<file path="config.mk">
export PLATFORM = sky130hd
export DESIGN_NAME = biosignal_packet_deframer_core
export DESIGN_NICKNAME = d
export VERILOG_FILES = /design/src/rtl/core/bpd_pkg.sv /design/src/rtl/core/biosignal_packet_deframer_core.sv /design/src/rtl/core/bpd_window.sv
export SDC_FILE = /design/constraint.sdc
export NUM_CORES = 1
export LEC_CHECK = 0
export BUFFER_PORTS_ARGS = -buffer_cell sky130_fd_sc_hd__buf_2
export CAP_MARGIN = 0
export CORE_UTILIZATION = 30
export DETAILED_ROUTE_END_ITERATION = 16
export PLACE_DENSITY_LB_ADDON = 0.05
export SYNTH_ARGS = -nofsm -noshare
export SYNTH_HDL_FRONTEND = slang
export SYNTH_SLANG_ARGS = --single-unit
</file>
<file path="constraint.sdc">
create_clock -name clk -period 27.4 [get_ports clk]
set_clock_uncertainty 0.15 [all_clocks]
set_input_delay 5.48 -clock clk [delete_from_list [all_inputs] [get_ports clk]]
set_output_delay 5.48 -clock clk [all_outputs]
set_load 0.02 [all_outputs]
</file>
<file path="src/rtl/core/bpd_pkg.sv">
// bpd_pkg: packet geometry, marker bytes, window and sample types and
// the channel unpacking function for the biosignal packet deframer
// no dependencies
package bpd_pkg;

  localparam int PACKET_BYTES = 33;                    // legal range 27..64
  localparam int HIST_BYTES   = PACKET_BYTES - 1;      // bytes held before the newest
  localparam int FILL_W       = $clog2(PACKET_BYTES);  // holds 0..HIST_BYTES
  localparam int CHANNELS     = 8;
  localparam int FIRST_BYTE   = 2;
  localparam int SAMPLE_W     = 24;

  localparam logic [7:0] START_MARK = 8'hA0;
  localparam logic [7:0] STOP_MARK  = 8'hC0;
  localparam logic [7:0] STOP_MASK  = 8'hF0;

  typedef logic [7:0]                       byte_t;
  typedef logic signed [SAMPLE_W-1:0]       sample_t;
  typedef logic [FILL_W-1:0]                fill_t;
  // element 0 is the newest held byte, element HIST_BYTES-1 the oldest
  typedef logic [HIST_BYTES-1:0][7:0]       win_t;

  typedef struct packed {
    logic near_full;  // next accepted byte completes a full window
    logic hit;        // oldest and incoming bytes frame a packet
    logic enabled;    // streaming enable register
  } bpd_win_stat_t;

  // channel k is packet bytes FIRST_BYTE+3k .. FIRST_BYTE+3k+2, big-endian;
  // packet byte i sits at window element HIST_BYTES-1-i
  function automatic sample_t get_sample(input win_t w, input int k);
    int pos;
    pos = FIRST_BYTE + 3 * k;
    return sample_t'({w[HIST_BYTES-1-pos], w[HIST_BYTES-2-pos], w[HIST_BYTES-3-pos]});
  endfunction

endpackage

</file>
<file path="src/rtl/core/biosignal_packet_deframer_core.sv">
// biosignal_packet_deframer_core: top level of the packet deframer, result
// register and channel unpacking; uses bpd_pkg and bpd_window
//
//  channel   ports                        direction  word
//  input     in_valid in_stall in_rx_byte  in         one serial byte
//  result    out_valid out_stall out_channel_0..7     out  eight 24-bit samples
//  config    cfg_we cfg_wdata              in         streaming enable
//
// one byte per cycle while in_stall is low; a packet's samples appear in the result
// register in the cycle after the byte that closes it is taken
// reset clears the fill count, the streaming enable and the result valid;
// no clearing pass is needed
// in_stall rises only while a result waits and the next byte could close a
// packet; all other bytes are taken even when the result side stalls
module biosignal_packet_deframer_core import bpd_pkg::*; (
  input  logic    clk,
  input  logic    rst_n,
  input  logic    in_valid,
  output logic    in_stall,
  input  byte_t   in_rx_byte,
  output logic    out_valid,
  input  logic    out_stall,
  output sample_t out_channel_0,
  output sample_t out_channel_1,
  output sample_t out_channel_2,
  output sample_t out_channel_3,
  output sample_t out_channel_4,
  output sample_t out_channel_5,
  output sample_t out_channel_6,
  output sample_t out_channel_7,
  input  logic    cfg_we,
  input  logic    cfg_wdata
);

  win_t          win;
  bpd_win_stat_t stat;
  logic          take;
  logic          emit;

  // result register
  logic                         out_valid_r, out_valid_nxt;
  sample_t [CHANNELS-1:0]       chan_r, chan_nxt;

  // stall only when a waiting result could be overrun by a new packet
  assign in_stall = out_valid_r && out_stall && stat.near_full;
  assign take     = in_valid && !in_stall;
  assign emit     = take && stat.hit;

  bpd_window u_window (
    .clk       (clk),
    .rst_n     (rst_n),
    .cfg_we    (cfg_we),
    .cfg_wdata (cfg_wdata),
    .byte_take (take),
    .byte_in   (in_rx_byte),
    .win       (win),
    .stat      (stat)
  );

  // unpack the eight big-endian samples straight from the held bytes
  always_comb begin
    chan_nxt = chan_r;
    if (emit) begin
      for (int k = 0; k < CHANNELS; k++) begin
        chan_nxt[k] = get_sample(win, k);
      end
    end
  end

  always_comb begin
    priority if (emit) out_valid_nxt = 1'b1;
    else if (!out_stall) out_valid_nxt = 1'b0;
    else out_valid_nxt = out_valid_r;
  end

  always_ff @(posedge clk) begin
    if (!rst_n) begin
      out_valid_r <= 1'b0;
    end else begin
      out_valid_r <= out_valid_nxt;
    end
  end

  always_ff @(posedge clk) begin
    chan_r <= chan_nxt;
  end

  assign out_valid     = out_valid_r;
  assign out_channel_0 = chan_r[0];
  assign out_channel_1 = chan_r[1];
  assign out_channel_2 = chan_r[2];
  assign out_channel_3 = chan_r[3];
  assign out_channel_4 = chan_r[4];
  assign out_channel_5 = chan_r[5];
  assign out_channel_6 = chan_r[6];
  assign out_channel_7 = chan_r[7];

  // a new result only follows a byte that closed a packet
  a_rise_from_hit : assert property (@(posedge clk) disable iff (!rst_n)
    $rose(out_valid_r) |-> $past(emit))
    else $error("result appeared without a closing byte");

  // a waiting result is never overwritten
  a_no_overrun : assert property (@(posedge clk) disable iff (!rst_n)
    (out_valid_r && out_stall) |-> !emit)
    else $error("packet closed while result stalled");

  // stall is raised only with a waiting result
  a_stall_cause : assert property (@(posedge clk) disable iff (!rst_n)
    in_stall |-> out_valid_r)
    else $error("input stalled with no result waiting");

endmodule

</file>
<file path="src/rtl/core/bpd_window.sv">
// bpd_window: byte shift line, fill count, streaming enable and packet
// boundary check for the deframer; uses bpd_pkg
module bpd_window import bpd_pkg::*; (
  input  logic          clk,
  input  logic          rst_n,
  input  logic          cfg_we,
  input  logic          cfg_wdata,
  input  logic          byte_take,   // a word is accepted this cycle
  input  byte_t         byte_in,
  output win_t          win,
  output bpd_win_stat_t stat
);

  win_t  win_r, win_nxt;
  fill_t fill_r, fill_nxt;
  logic  en_r, en_nxt;
  logic  store;

  assign store = byte_take && en_r;

  always_comb begin
    stat.enabled   = en_r;
    stat.near_full = (fill_r == FILL_W'(HIST_BYTES));
    stat.hit       = en_r && stat.near_full && (win_r[HIST_BYTES-1] == START_MARK)
                     && ((byte_in & STOP_MASK) == STOP_MARK);
  end

  always_comb begin
    win_nxt  = win_r;
    fill_nxt = fill_r;
    en_nxt   = en_r;
    priority if (cfg_we) begin
      en_nxt   = cfg_wdata;
      fill_nxt = '0;
    end else if (store) begin
      win_nxt = {win_r[HIST_BYTES-2:0], byte_in};
      priority if (stat.hit) fill_nxt = '0;
      else if (stat.near_full) fill_nxt = fill_r;  // oldest byte slides out
      else fill_nxt = fill_r + FILL_W'(1);
    end
  end

  always_ff @(posedge clk) begin
    if (!rst_n) begin
      fill_r <= '0;
      en_r   <= 1'b0;
    end else begin
      fill_r <= fill_nxt;
      en_r   <= en_nxt;
    end
  end

  // payload shift line, no reset needed: fill count gates its use
  always_ff @(posedge clk) begin
    win_r <= win_nxt;
  end

  assign win = win_r;

  a_fill_bound : assert property (@(posedge clk) disable iff (!rst_n)
    fill_r <= FILL_W'(HIST_BYTES))
    else $error("fill count beyond window");

  a_hit_empties : assert property (@(posedge clk) disable iff (!rst_n)
    (store && stat.hit && !cfg_we) |=> (fill_r == '0))
    else $error("window not emptied after packet");

  a_disabled_holds : assert property (@(posedge clk) disable iff (!rst_n)
    (!en_r && !cfg_we) |=> $stable(fill_r))
    else $error("fill count moved while streaming disabled");

endmodule

</file>
# ---- Word level (Yosys, flattened, before mapping)
# Cells that the tools add are included.
dict set report op_classes {
  reduce_logical 12
  add_sub_neg 1
  bitwise_logic 2
  n_lt_le_gt_ge 0
  muxes 4
  multipliers 0
  div_mod_pow 0
  shifts 0
  n_eq_ne 5
}
# cell count
set op_table {}
lappend op_table {{6-bit 2-to-1 mux} 2}
lappend op_table {{8-bit equality test, second input constant} 1}
lappend op_table {{1-bit logical AND} 8}
lappend op_table {{6-bit by 1-bit adder with 6-bit output, second input constant} 1}
lappend op_table {{6-bit equality test, second input constant} 1}
lappend op_table {{4-bit equality test, second input constant} 1}
lappend op_table {{2-bit AND reduction} 2}
lappend op_table {{1-bit 2-to-1 mux} 2}
lappend op_table {{2-bit by 1-bit != test with 1-bit output, second input constant} 1}
lappend op_table {{2-bit != test, second input constant} 1}
lappend op_table {{1-bit NOT} 2}
lappend op_table {{2-bit OR reduction} 1}
lappend op_table {{1-bit zero test} 1}
dict set report totals {
  wordCells 67
  memories 0
  romBits 0
  in_bits 14
  latchBits 0
  output_inout_bits 194
  regBits 456
  mem_bits_rw 0
}

# ---- Depth between registers and ports, before layout
# Gate-level depths: netlist of the first run.
dict set report depth {
  ltp_word 6
  mapped_depth 6
  ltp_nobuf 6
}

# ---- Hierarchy
# From an unflattened synthesis of the first run, not the netlist that was laid out.
dict set report hier_totals {
  hier_cells 508
  area_unflattened_um2 13949.6
}
# module cells_per_inst instances seq_area_each_um2 area_each_um2
set by_module_without_submodules {}
lappend by_module_without_submodules {bpd_window 309 1 7827.5 8122.8}
lappend by_module_without_submodules {biosignal_packet_deframer_core 199 1 5785.5 5826.8}

# ---- Worst setup path before layout of the first run
# Ideal clock, no wire load.
dict set report synth_timing {
  path_type {input to register}
  from {in in_rx_byte[5]}
  to {reg chan_r (netlist bit out_channel_0[0]) (enable)}
  path_slack_ns 2.097
  path_stages 3
  setup_time_ns 1.212
  arrival_ns 23.941
  path_buffers 0
  required_time_ns 26.038
  cell_sequence {nor3b_1 -> nand4_1 -> nor4_1}
}
dict set report synth_via {
  elab_chain_cells 3
}
# element line_no
set synth_rtl {}
lappend synth_rtl {{from (decl)} biosignal_packet_deframer_core.sv:20} ;# input byte_t in_rx_byte,
lappend synth_rtl {{4-bit equality test} bpd_window.sv:25} ;# && ((byte_in & STOP_MASK) == STOP_MARK);
lappend synth_rtl {{1-bit logical AND} bpd_window.sv:25}
lappend synth_rtl {{1-bit logical AND} biosignal_packet_deframer_core.sv:47} ;# assign emit = take && stat.hit;
lappend synth_rtl {{named net emit} biosignal_packet_deframer_core.sv:38} ;# logic emit;
lappend synth_rtl {{to (signal assigned)} biosignal_packet_deframer_core.sv:85} ;# chan_r <= chan_nxt;
lappend synth_rtl {{to (decl)} biosignal_packet_deframer_core.sv:42} ;# sample_t [CHANNELS-1:0] chan_r, chan_nxt;
# The timed path passes the listed nets, and every way through them passes these cells.
# A chain may end at the register's enable or synchronous reset.

# ---- Worst setup path after layout of the first run
dict set report layout_timing {
  from {in out_stall}
  to {out in_stall}
}
dict set report layout_via {
  elab_chain_cells 2
}
# element line_no
set layout_rtl {}
lappend layout_rtl {{from (decl)} biosignal_packet_deframer_core.sv:22} ;# input logic out_stall,
lappend layout_rtl {{1-bit logical AND (2 in series)} biosignal_packet_deframer_core.sv:45} ;# assign in_stall = out_valid_r && out_stall && stat.near_full;
lappend layout_rtl {{to (decl)} biosignal_packet_deframer_core.sv:19} ;# output logic in_stall,
# No other way between the ends.

==> results.toml, run 1 <==
[run_status]
status = "finished, final reports clean"

[synth]
synth_edf_count = 448
ys_ff_latch = 456
yosysSeqAreaShare_pct = 97.6
ys_top_cells_by_area = "edfxtp_1 (96%), dfxtp_1 (1.1%), ha_1 (0.18%), nor4b_4 (0.17%), nand3_1 (0.14%)"
ys.flop_type = "edfxtp_1"
syn_avg_cell_area_um2 = 27.7
yosysWarningCount = 0
syn_nets = 520
syn_area_um2 = 13900
synthArstFlopShare_pct = 0
synth_top_area_cell = "edfxtp_1"
syn_inst = 504
synth_top_area_share_pct = 96.5
synthDistinctLibCells = 30

[sta]
finalCritPeriodShare_pct = 43.2
finalHoldViolCount = 0
relSlewSlack_pct = 25.3
slew_viol_final = 0
setup_tns_ns = 0
setup_viol = 0
period_needed_ns = 11.84
rsz0062_at_grt = "false"
worstMarginPinSlew_ns = 1.12
fin_ws_ns = 15.56
fmax_ghz = 0.0844
hold_slack_ns = 0.265

[worst_setup_path]
crit_type = "in -> out"
crit_path_frequent_cell = "buf_2"
critPathMaxFanout = 4
required_ns = 21.77
critPathLaunchType = "input port"
crit_path_cell_trace = "buf_2, and2_0, and3_2, buf_2"
endpoint_kind = "output pin"
slowest_delay_ns = 0.27
crit_arrival_ns = 6.21
cp_slowest_cell = "and2_0"

[power]
power_frac_seq_pct = 54.9
pwr-share-clk_pct = 44.7
p_comb_share_pct = 0.4
p_sw_uw = 264
p_leak_nw = 5.82
ir_drop_uv = 38.7
powerDensity_nw_per_um2 = 80.7
intPower_mw = 1.13
swShare_pct = 18.9
total_power_mw = 1.40

[grt]
antenna_found_initial = 0
grt_use_total_pct = 10.3
grt_max_degree = 188
grt_first_pass_wirelength_um = 36400
overflow = 0
first_global_vias = 5986

[cts]
post_cts_buffers = 0
ctsResizeCount = 0
clock-root-buffer = "clkbuf_16"
h-tree-depth = 2
cts_sinks = 456
clkTransAtPathRegs_ns = 0.06
ctsHoldBuffers = 0
cts.path.max_buffers = 3
insertion_delay_ns = 0.57
cts_tree = "yes"
cts_made_buffers = 49

[final_layout]
nets = 783
final_util_pct = 38.0
num-fill-cells = 4152
stdcell_area_um2 = 17300
fin_cells = 1403
areaGrowthSynthToFinish_pct = 24.1
antenna_cells = 0
drive_gt1_share_pct = 35.7

[die]
dieHeight_um = 218
std_cell_rows = 78
coreArea_um2 = 45600
fp.dieW_um = 218
die-area_um2 = 47300
initial_utilization_pct = 30.6
ios = 208

[detailed_routing]
first_pass_iters = 4
wl_um = 24600
via_per_inst = 4.09
dr.first_iter.drc_count = 469
final_antenna_net_count = 0
wl_per_cell_um = 17.6
vias = 5739
post-route-drc-count = 0

[min_path]
hp-class = "reg -> reg"

[placed_design]
placed_area_um2 = 15800
portBuffers = 207
gp_congestion = 0.779
hpwl_um = 13800
post-place-cells = 1316
post-place-ws_ns = 15.57

[job]
cap_violations = 0
==> power by group through the flow <==
stage | Clock [mW] | Combinational [mW] | Sequential (mW)
floorplan | 0 | 0.00325 | 0.783
global placement | 0 | 0.00608 | 0.781
detailed placement | 0 | 0.00635 | 0.781
CTS | 0.650 | 0.00636 | 0.766
global route | 0.676 | 0.00680 | 0.766
finish | 0.624 | 0.00612 | 0.766
==> metal layers <==
layer  share of wire (%)  GRT usage [%]  up-vias  wire length, um
li1                    -              -     2584                -
met1                  42           13.0     2924            10500
met2                  46           15.5      178            11400
met3                 8.1           3.86       53             1990
met4                 3.2           5.09        0              785
met5                   0              0        -                0
==> cell type report <==
cell class / count / area, um2 / share of cell area [%]
timing repair buffer: 212 / 1090 / 6.27
tap: 600 / 751 / 4.34
inverter: 3 / 11.3 / 0.0651
clock inverter: 25 / 199 / 1.15
multi-input combinational: 45 / 333 / 1.92
sequential: 456 / 13600 / 78.6
clock buffer: 62 / 1320 / 7.61
==> state kept, by name, indices dropped and copies added (netlist names) <==
register / flops
out_channel_7: 24
out_channel_5: 24
u_window.win: 256
out_channel_1: 24
out_channel_3: 24
out_channel_6: 24
out_channel_4: 24
out_valid: 1
out_channel_2: 24
u_window.en_r: 1
u_window.fill_r: 6
out_channel_0: 24
==> cells in the mapped netlist, types with 2 or more instances <==
master and instances:
edfxtp_1 448, dfxtp_1 8, nand2_1 4, nand3_1 4, nor2_1 4, inv_1 3, nand4_1 3, nor2b_1 3
a211oi_1 2, a21oi_1 2, ha_1 2, o211ai_1 2, or4_1 2
==> cells in the final DEF, fill, tap and decap left out, types with 2 or more instances in the layout <==
cell type	count
buf_4	4
nor2b_1	3
nor2_1	3
bufinv_16	3
nand2_1	4
nand4_1	3
a21oi_1	2
or4_1	2
dfxtp_1	8
clkbuf_1	11
ha_1	2
clkbuf_16	51
nand3_1	4
a211oi_1	2
o211ai_1	2
buf_2	207
inv_1	3
edfxtp_1	448
clkinv_1	6
clkinv_2	14
==> worst paths after layout <==
check	end	depth (start not counted)	from	slack, ns
max	in_stall	4	out_stall	15.56
min	u_window.win[39]$_DFFE_PP_	0	u_window.win[31]$_DFFE_PP_	0.26
min reg2reg	u_window.win[39]$_DFFE_PP_	0	u_window.win[31]$_DFFE_PP_	0.26
max reg2reg	out_channel_0[18]$_DFFE_PP_	5	u_window.en_r$_SDFFE_PN0P_	23.76
==> logic make-up after synthesis <==
| kind of cell | share of synthesized area, % |
|---|---|
| compound gates | 0.565 |
| xor+xnor | 0.0628 |
| fa+ha+maj | 0.179 |
| buf+inv | 0.0808 |
| flops | 97.6 |
| mux | 0.0718 |
| simple gates | 1.41 |
==> critical path, delay by kind of cell <==
| kind | cells | cell delay [ns] |
|---|---|---|
| buf+inv | 2 | 0.23 |
| simple gates | 2 | 0.50 |
No activity file was read; power rests on OpenSTA's default activity.
==> inputs of run 2 (changes only) <==
Clock period 27.4 ns to 9.9 ns, I/O delays scaled along.
==> run 2 against run 1 <==
Effect of this change: via count shrank 0.40%; non-clock buffer count shrank 2; routed wire length shrank 0.49%; die area is the same; critical path depth is the same; worst setup slack lost 11 ns; power grew to 2.7 times the previous value; flip-flop and latch count is the same; sequential power grew to 2.8 times the previous value; first-iteration DRC count shrank 4.7%.
==> results.toml, run 2 (synthesized netlist as in run 1, its figures left out) <==
[run_status]
status = "finished, final reports clean"

[cts]
ctsResizeCount = 0
cts_made_buffers = 48
insertion_delay_ns = 0.56
cts_tree = "yes"
h-tree-depth = 2
cts.path.max_buffers = 3
clkTransAtPathRegs_ns = 0.06
ctsHoldBuffers = 0
cts_sinks = 456
post_cts_buffers = 0
clock-root-buffer = "clkbuf_16"

[detailed_routing]
routed-wl-met2_um = 11500
first_pass_iters = 4
vias = 5716
post-route-drc-count = 0
via_per_inst = 4.08
dr.first_iter.drc_count = 447
highest_layer = "met4"
dr_wl_met3_um = 2130
wl_met1_um = 10200
final_antenna_net_count = 0
wl_um = 24500
wl_per_cell_um = 17.5

[worst_setup_path]
critPathLaunchType = "input port"
cp_slowest_cell = "and2_0"
rr_startpoint = "u_window.fill_r[0]$_SDFFE_PP0P_"
crit_path_frequent_cell = "buf_2"
critPathMaxFanout = 4
crit_type = "in -> out"
r2r_slack_ns = 6.36
startpoint = "out_stall"
worstReg2RegEnd = "u_window.win[232]$_DFFE_PP_"
required_ns = 7.77
r2r_cells = 7
endpoint = "in_stall"
crit_path_cell_trace = "buf_2, and2_0, and3_2, buf_2"
endpoint_kind = "output pin"
crit_arrival_ns = 2.74
slowest_delay_ns = 0.30

[grt]
overflow = 0
antenna_found_initial = 0
grt_use_total_pct = 10.3
first_global_vias = 6006
grt_max_degree = 193
grt_first_pass_wirelength_um = 36700

[sta]
rsz0062_at_grt = "false"
period_needed_ns = 4.87
hold_slack_ns = 0.267
slew_viol_final = 0
worstMarginPinSlew_ns = 1.12
finalCritPeriodShare_pct = 49.2
fmax_ghz = 0.205
finalHoldViolCount = 0
setup_tns_ns = 0
setup_viol = 0
relSlewSlack_pct = 25.1

[final_layout]
drive_gt1_share_pct = 34.6
fin_cells = 1401
antenna_cells = 0
mostFrequentLayoutCell = "edfxtp_1"
num-fill-cells = 4220
largest_reg_flops = 256
nets = 780
final_cell_mix = "edfxtp_1 (448), buf_2 (207), clkbuf_16 (49)"
areaGrowthSynthToFinish_pct = 23.7
final_util_pct = 37.8

[die]
dieHeight_um = 218
ios = 208
coreArea_um2 = 45600
die-area_um2 = 47300
initial_utilization_pct = 30.6
fp.dieW_um = 218
std_cell_rows = 78

[power]
total_power_mw = 3.80
pwr-share-clk_pct = 43.7
p_comb_share_pct = 0.4
p_leak_nw = 5.77
powerDensity_nw_per_um2 = 220
intPower_mw = 3.08
swShare_pct = 18.9
ir_drop_uv = 150
power_frac_seq_pct = 55.9
p_sw_uw = 717

[placed_design]
post-place-cells = 1314
portBuffers = 207
gp_congestion = 0.785
hpwl_um = 13600

[job]
cap_violations = 0

[min_path]
hp-class = "reg -> reg"
[run 2: cell count changes in the layout (fill, tap and decap cells not counted), sizes merged]
cell / delta
buf: -2
bufinv: -1
clkbuf: -1
clkinv: +4
clkinvlp: -1
inv: -1
[run 2: through the flow]
stage / worst slack (ns) / area (um2)
after detailed placement: 4.76 / 15800
final: 5.03 / 17200
after CTS: 5.02 / 17200
after global placement: 4.86 / 15800
after global routing: 4.99 / 17200
after floorplan: 0.144 / 14000
[run 2: power by group through the flow]
stage | Sequential, mW | Combinational, mW | Clock [mW]
4_1_cts | 2.12 | 0.0176 | 1.73
5_1_grt | 2.12 | 0.0189 | 1.80
6_report | 2.12 | 0.0169 | 1.66
3_3_place_gp | 2.16 | 0.0167 | 0
2_1_floorplan | 2.16 | 0.00915 | 0
3_5_place_dp | 2.16 | 0.0176 | 0
[run 2: per-layer routing]
layer | vias to the layer above | global-route usage, %
met4 | 0 | 4.95
met3 | 53 | 4.00
met5 | - | 0
li1 | 2575 | -
met2 | 166 | 15.8
met1 | 2922 | 12.7
[run 2: cell type report]
type                            count  area, um2  share of cell area [%]
Timing Repair Buffer              210       1080                    6.28
Inverter                            3       11.3                  0.0653
Clock buffer                       61       1280                    7.43
Tap cell                          600        751                    4.35
Sequential cell                   456      13600                    78.9
Multi-Input combinational cell     45        342                    1.98
Clock inverter                     26        166                   0.965
[run 2: worst min path at each step]
stage	start	endpoint	slack [ns]	cells after the start
after floorplan	u_window.win[2]$_DFFE_PP_	u_window.win[10]$_DFFE_PP_	0.25	0
after global placement	u_window.win[38]$_DFFE_PP_	u_window.win[46]$_DFFE_PP_	0.25	0
after detailed placement	u_window.win[10]$_DFFE_PP_	u_window.win[18]$_DFFE_PP_	0.25	0
after CTS	u_window.win[242]$_DFFE_PP_	u_window.win[250]$_DFFE_PP_	0.27	0
after global routing	u_window.win[18]$_DFFE_PP_	u_window.win[26]$_DFFE_PP_	0.27	0
final	u_window.win[13]$_DFFE_PP_	u_window.win[21]$_DFFE_PP_	0.27	0
[run 2: worst max-delay path, delay by kind of cell]
kind | cells | cell delay, ns
buffers and inverters | 2 | 0.23
and+or+nand+nor | 2 | 0.54
==> inputs of run 3 (changes only) <==
Settings changed: ABC_AREA set to 1.
Clock period 9.9 ns to 4 ns, I/O delays scaled along.
==> run 3 against run 2 <==
Effect of this change: clock-buffer cell count did not move; synthesized area is 1.0% higher; sequential share of layout area is 1.1 points lower; worst setup slack lost 3.6 ns; critical endpoint unchanged; largest cell class unchanged.
==> results.toml, run 3 <==
[run_status]
status = "finished, final reports clean"

[grt]
overflow = 0
antenna_found_initial = 1
first_global_vias = 6181
grt_first_pass_wirelength_um = 38100
grt_max_degree = 115
grt_use_total_pct = 10.6

[final_layout]
antenna_cells = 0
seq_area_um2 = 13600
multi_input_area_um2 = 438
largest_reg_flops = 256
fin_cells = 1464
num-fill-cells = 4269
drive_gt1_share_pct = 33.8
areaGrowthSynthToFinish_pct = 24.1
nets = 839
stdcell_area_um2 = 17500
mostFrequentLayoutCell = "edfxtp_1"
final_cell_mix = "edfxtp_1 (448), buf_2 (207), clkbuf_16 (51)"

[synth]
synth_top_area_cell = "edfxtp_1"
syn_avg_cell_area_um2 = 25.2
ys_ff_latch = 456
syn_nets = 574
ys.flop_type = "edfxtp_1"
synthArstFlopShare_pct = 0
yosys-top-cells-count = "edfxtp_1 (448), nor2_1 (35), nand2_1 (26), inv_1 (16), nand3_1 (10)"
yosysWarningCount = 0
syn_inst = 558
synth_top_area_share_pct = 95.5
ys_top_cells_by_area = "edfxtp_1 (96%), dfxtp_1 (1.1%), nor2_1 (0.93%), nand2_1 (0.69%), inv_1 (0.43%)"
synthDistinctLibCells = 17
synth_edf_count = 448
yosys.cell_count.top_type = "edfxtp_1"
yosysSeqAreaShare_pct = 96.6
syn_area_um2 = 14100

[sta]
fmax_ghz = 0.388
rsz0062_at_grt = "false"
finalCritPeriodShare_pct = 64.4
finalHoldViolCount = 0
period_needed_ns = 2.58
worstMarginPinSlew_ns = 0.746
slew_viol_final = 0
setup_viol = 0
setup_tns_ns = 0
hold_slack_ns = 0.261
relSlewSlack_pct = 50.3

[cts]
clock-root-buffer = "clkbuf_16"
cts.path.max_buffers = 3
h-tree-depth = 2
cts_made_buffers = 49
cts_sinks = 456
ctsHoldBuffers = 0
clkTransAtPathRegs_ns = 0.06
insertion_delay_ns = 0.57
cts_tree = "yes"
ctsResizeCount = 0
post_cts_buffers = 0

[detailed_routing]
first_pass_iters = 4
via_per_inst = 4.05
wl_um = 25300
dr.first_iter.drc_count = 495
post-route-drc-count = 0
vias = 5929
final_antenna_net_count = 0
wl_per_cell_um = 17.3

[worst_setup_path]
path_depth = 7
required_ns = 3.05
crit_arrival_ns = 1.63
worstReg2RegEnd = "u_window.win[151]$_DFFE_PP_"
startpoint = "u_window.fill_r[0]$_SDFFE_PP0P_"
critical-path-top-delay-family = "flip-flops"
crit_path_frequent_cell = "inv_1"
critPathMaxFanout = 4
slowest_delay_ns = 0.33
endpoint_kind = "output pin"
r2r_cells = 8
endpoint = "in_stall"
crit_path_cell_trace = "inv_1, ha_1, inv_1, nor2_1, nand3_2, inv_1, buf_2"
cp_slowest_cell = "dfxtp_1"
r2r_slack_ns = 1.57
rr_startpoint = "u_window.fill_r[0]$_SDFFE_PP0P_"
cp.buffers_inverters = 4
critPathLaunchType = "flip-flop"
crit_type = "reg -> out"

[power]
swShare_pct = 19.0
total_power_mw = 9.40
pwr-share-clk_pct = 43.7
p_leak_nw = 5.94
p_comb_share_pct = 0.5
intPower_mw = 7.62
ir_drop_uv = 280
power_frac_seq_pct = 55.8
p_sw_mw = 1.79
powerDensity_nw_per_um2 = 538

[placed_design]
hpwl_um = 14700
placed_area_um2 = 16000
post-place-cells = 1379
portBuffers = 207
gp_congestion = 0.759

[die]
initial_utilization_pct = 30.3
dieHeight_um = 219
fp.dieW_um = 219
std_cell_rows = 79
coreArea_um2 = 46500
die-area_um2 = 47800
ios = 208

[job]
cap_violations = 0

[min_path]
hp-class = "in -> reg"
-- run 3: worst min path at each step --
stage,end,from,cells after the start
floorplan,u_window.win[10]$_DFFE_PP_,u_window.win[2]$_DFFE_PP_,0
global placement,u_window.win[18]$_DFFE_PP_,u_window.win[10]$_DFFE_PP_,0
detailed placement,u_window.win[253]$_DFFE_PP_,u_window.win[245]$_DFFE_PP_,0
CTS,u_window.win[3]$_DFFE_PP_,in_rx_byte[3],1
global route,u_window.win[3]$_DFFE_PP_,in_rx_byte[3],1
finish,u_window.win[3]$_DFFE_PP_,in_rx_byte[3],1
-- run 3: logic make-up (layout without fill, tap and decap cells) --
family | after synthesis | after routing | share of synthesized area (%)
compound gates | 2 | 2 | 0.0711
xor+xnor | 3 | 3 | 0.187
fa+ha+maj | 2 | 2 | 0.178
buf+inv | 18 | 317 | 0.480
flops | 456 | 456 | 96.6
simple gates | 77 | 77 | 2.44
-- run 3: cell type report --
type,count,share of cell area [%]
clock buffers,61,7.51
multi-input cells,84,2.50
clock inverters,24,0.802
inverters,18,0.386
repair buffers,214,6.58
well taps,607,4.34
flip-flops and latches,456,77.9
-- run 3: power by group through the flow --
stage                     sequential (mW)  clock, mW  combinational, mW
after global placement               5.34          0             0.0502
after global routing                 5.25       4.45             0.0575
after CTS                            5.24       4.29             0.0526
final                                5.25       4.11             0.0507
after floorplan                      5.34          0             0.0298
after detailed placement             5.34          0             0.0526
-- run 3: per-layer routing --
layer / GRT usage [%] / share of wire (%)
met2: 16.1 / 47
met5: 0 / 0.032
met1: 13.3 / 42
met3: 4.57 / 8.1
met4: 4.51 / 2.7
-- run 3: stage by stage --
| stage | setup slack [ns] | util (%) |
|---|---|---|
| after floorplan | -1.43 | - |
| after global placement | 1.32 | 34.5 |
| after detailed placement | 1.26 | 34.5 |
| after CTS | 1.37 | 37.6 |
| after global routing | 1.27 | 37.6 |
| final | 1.42 | 37.6 |
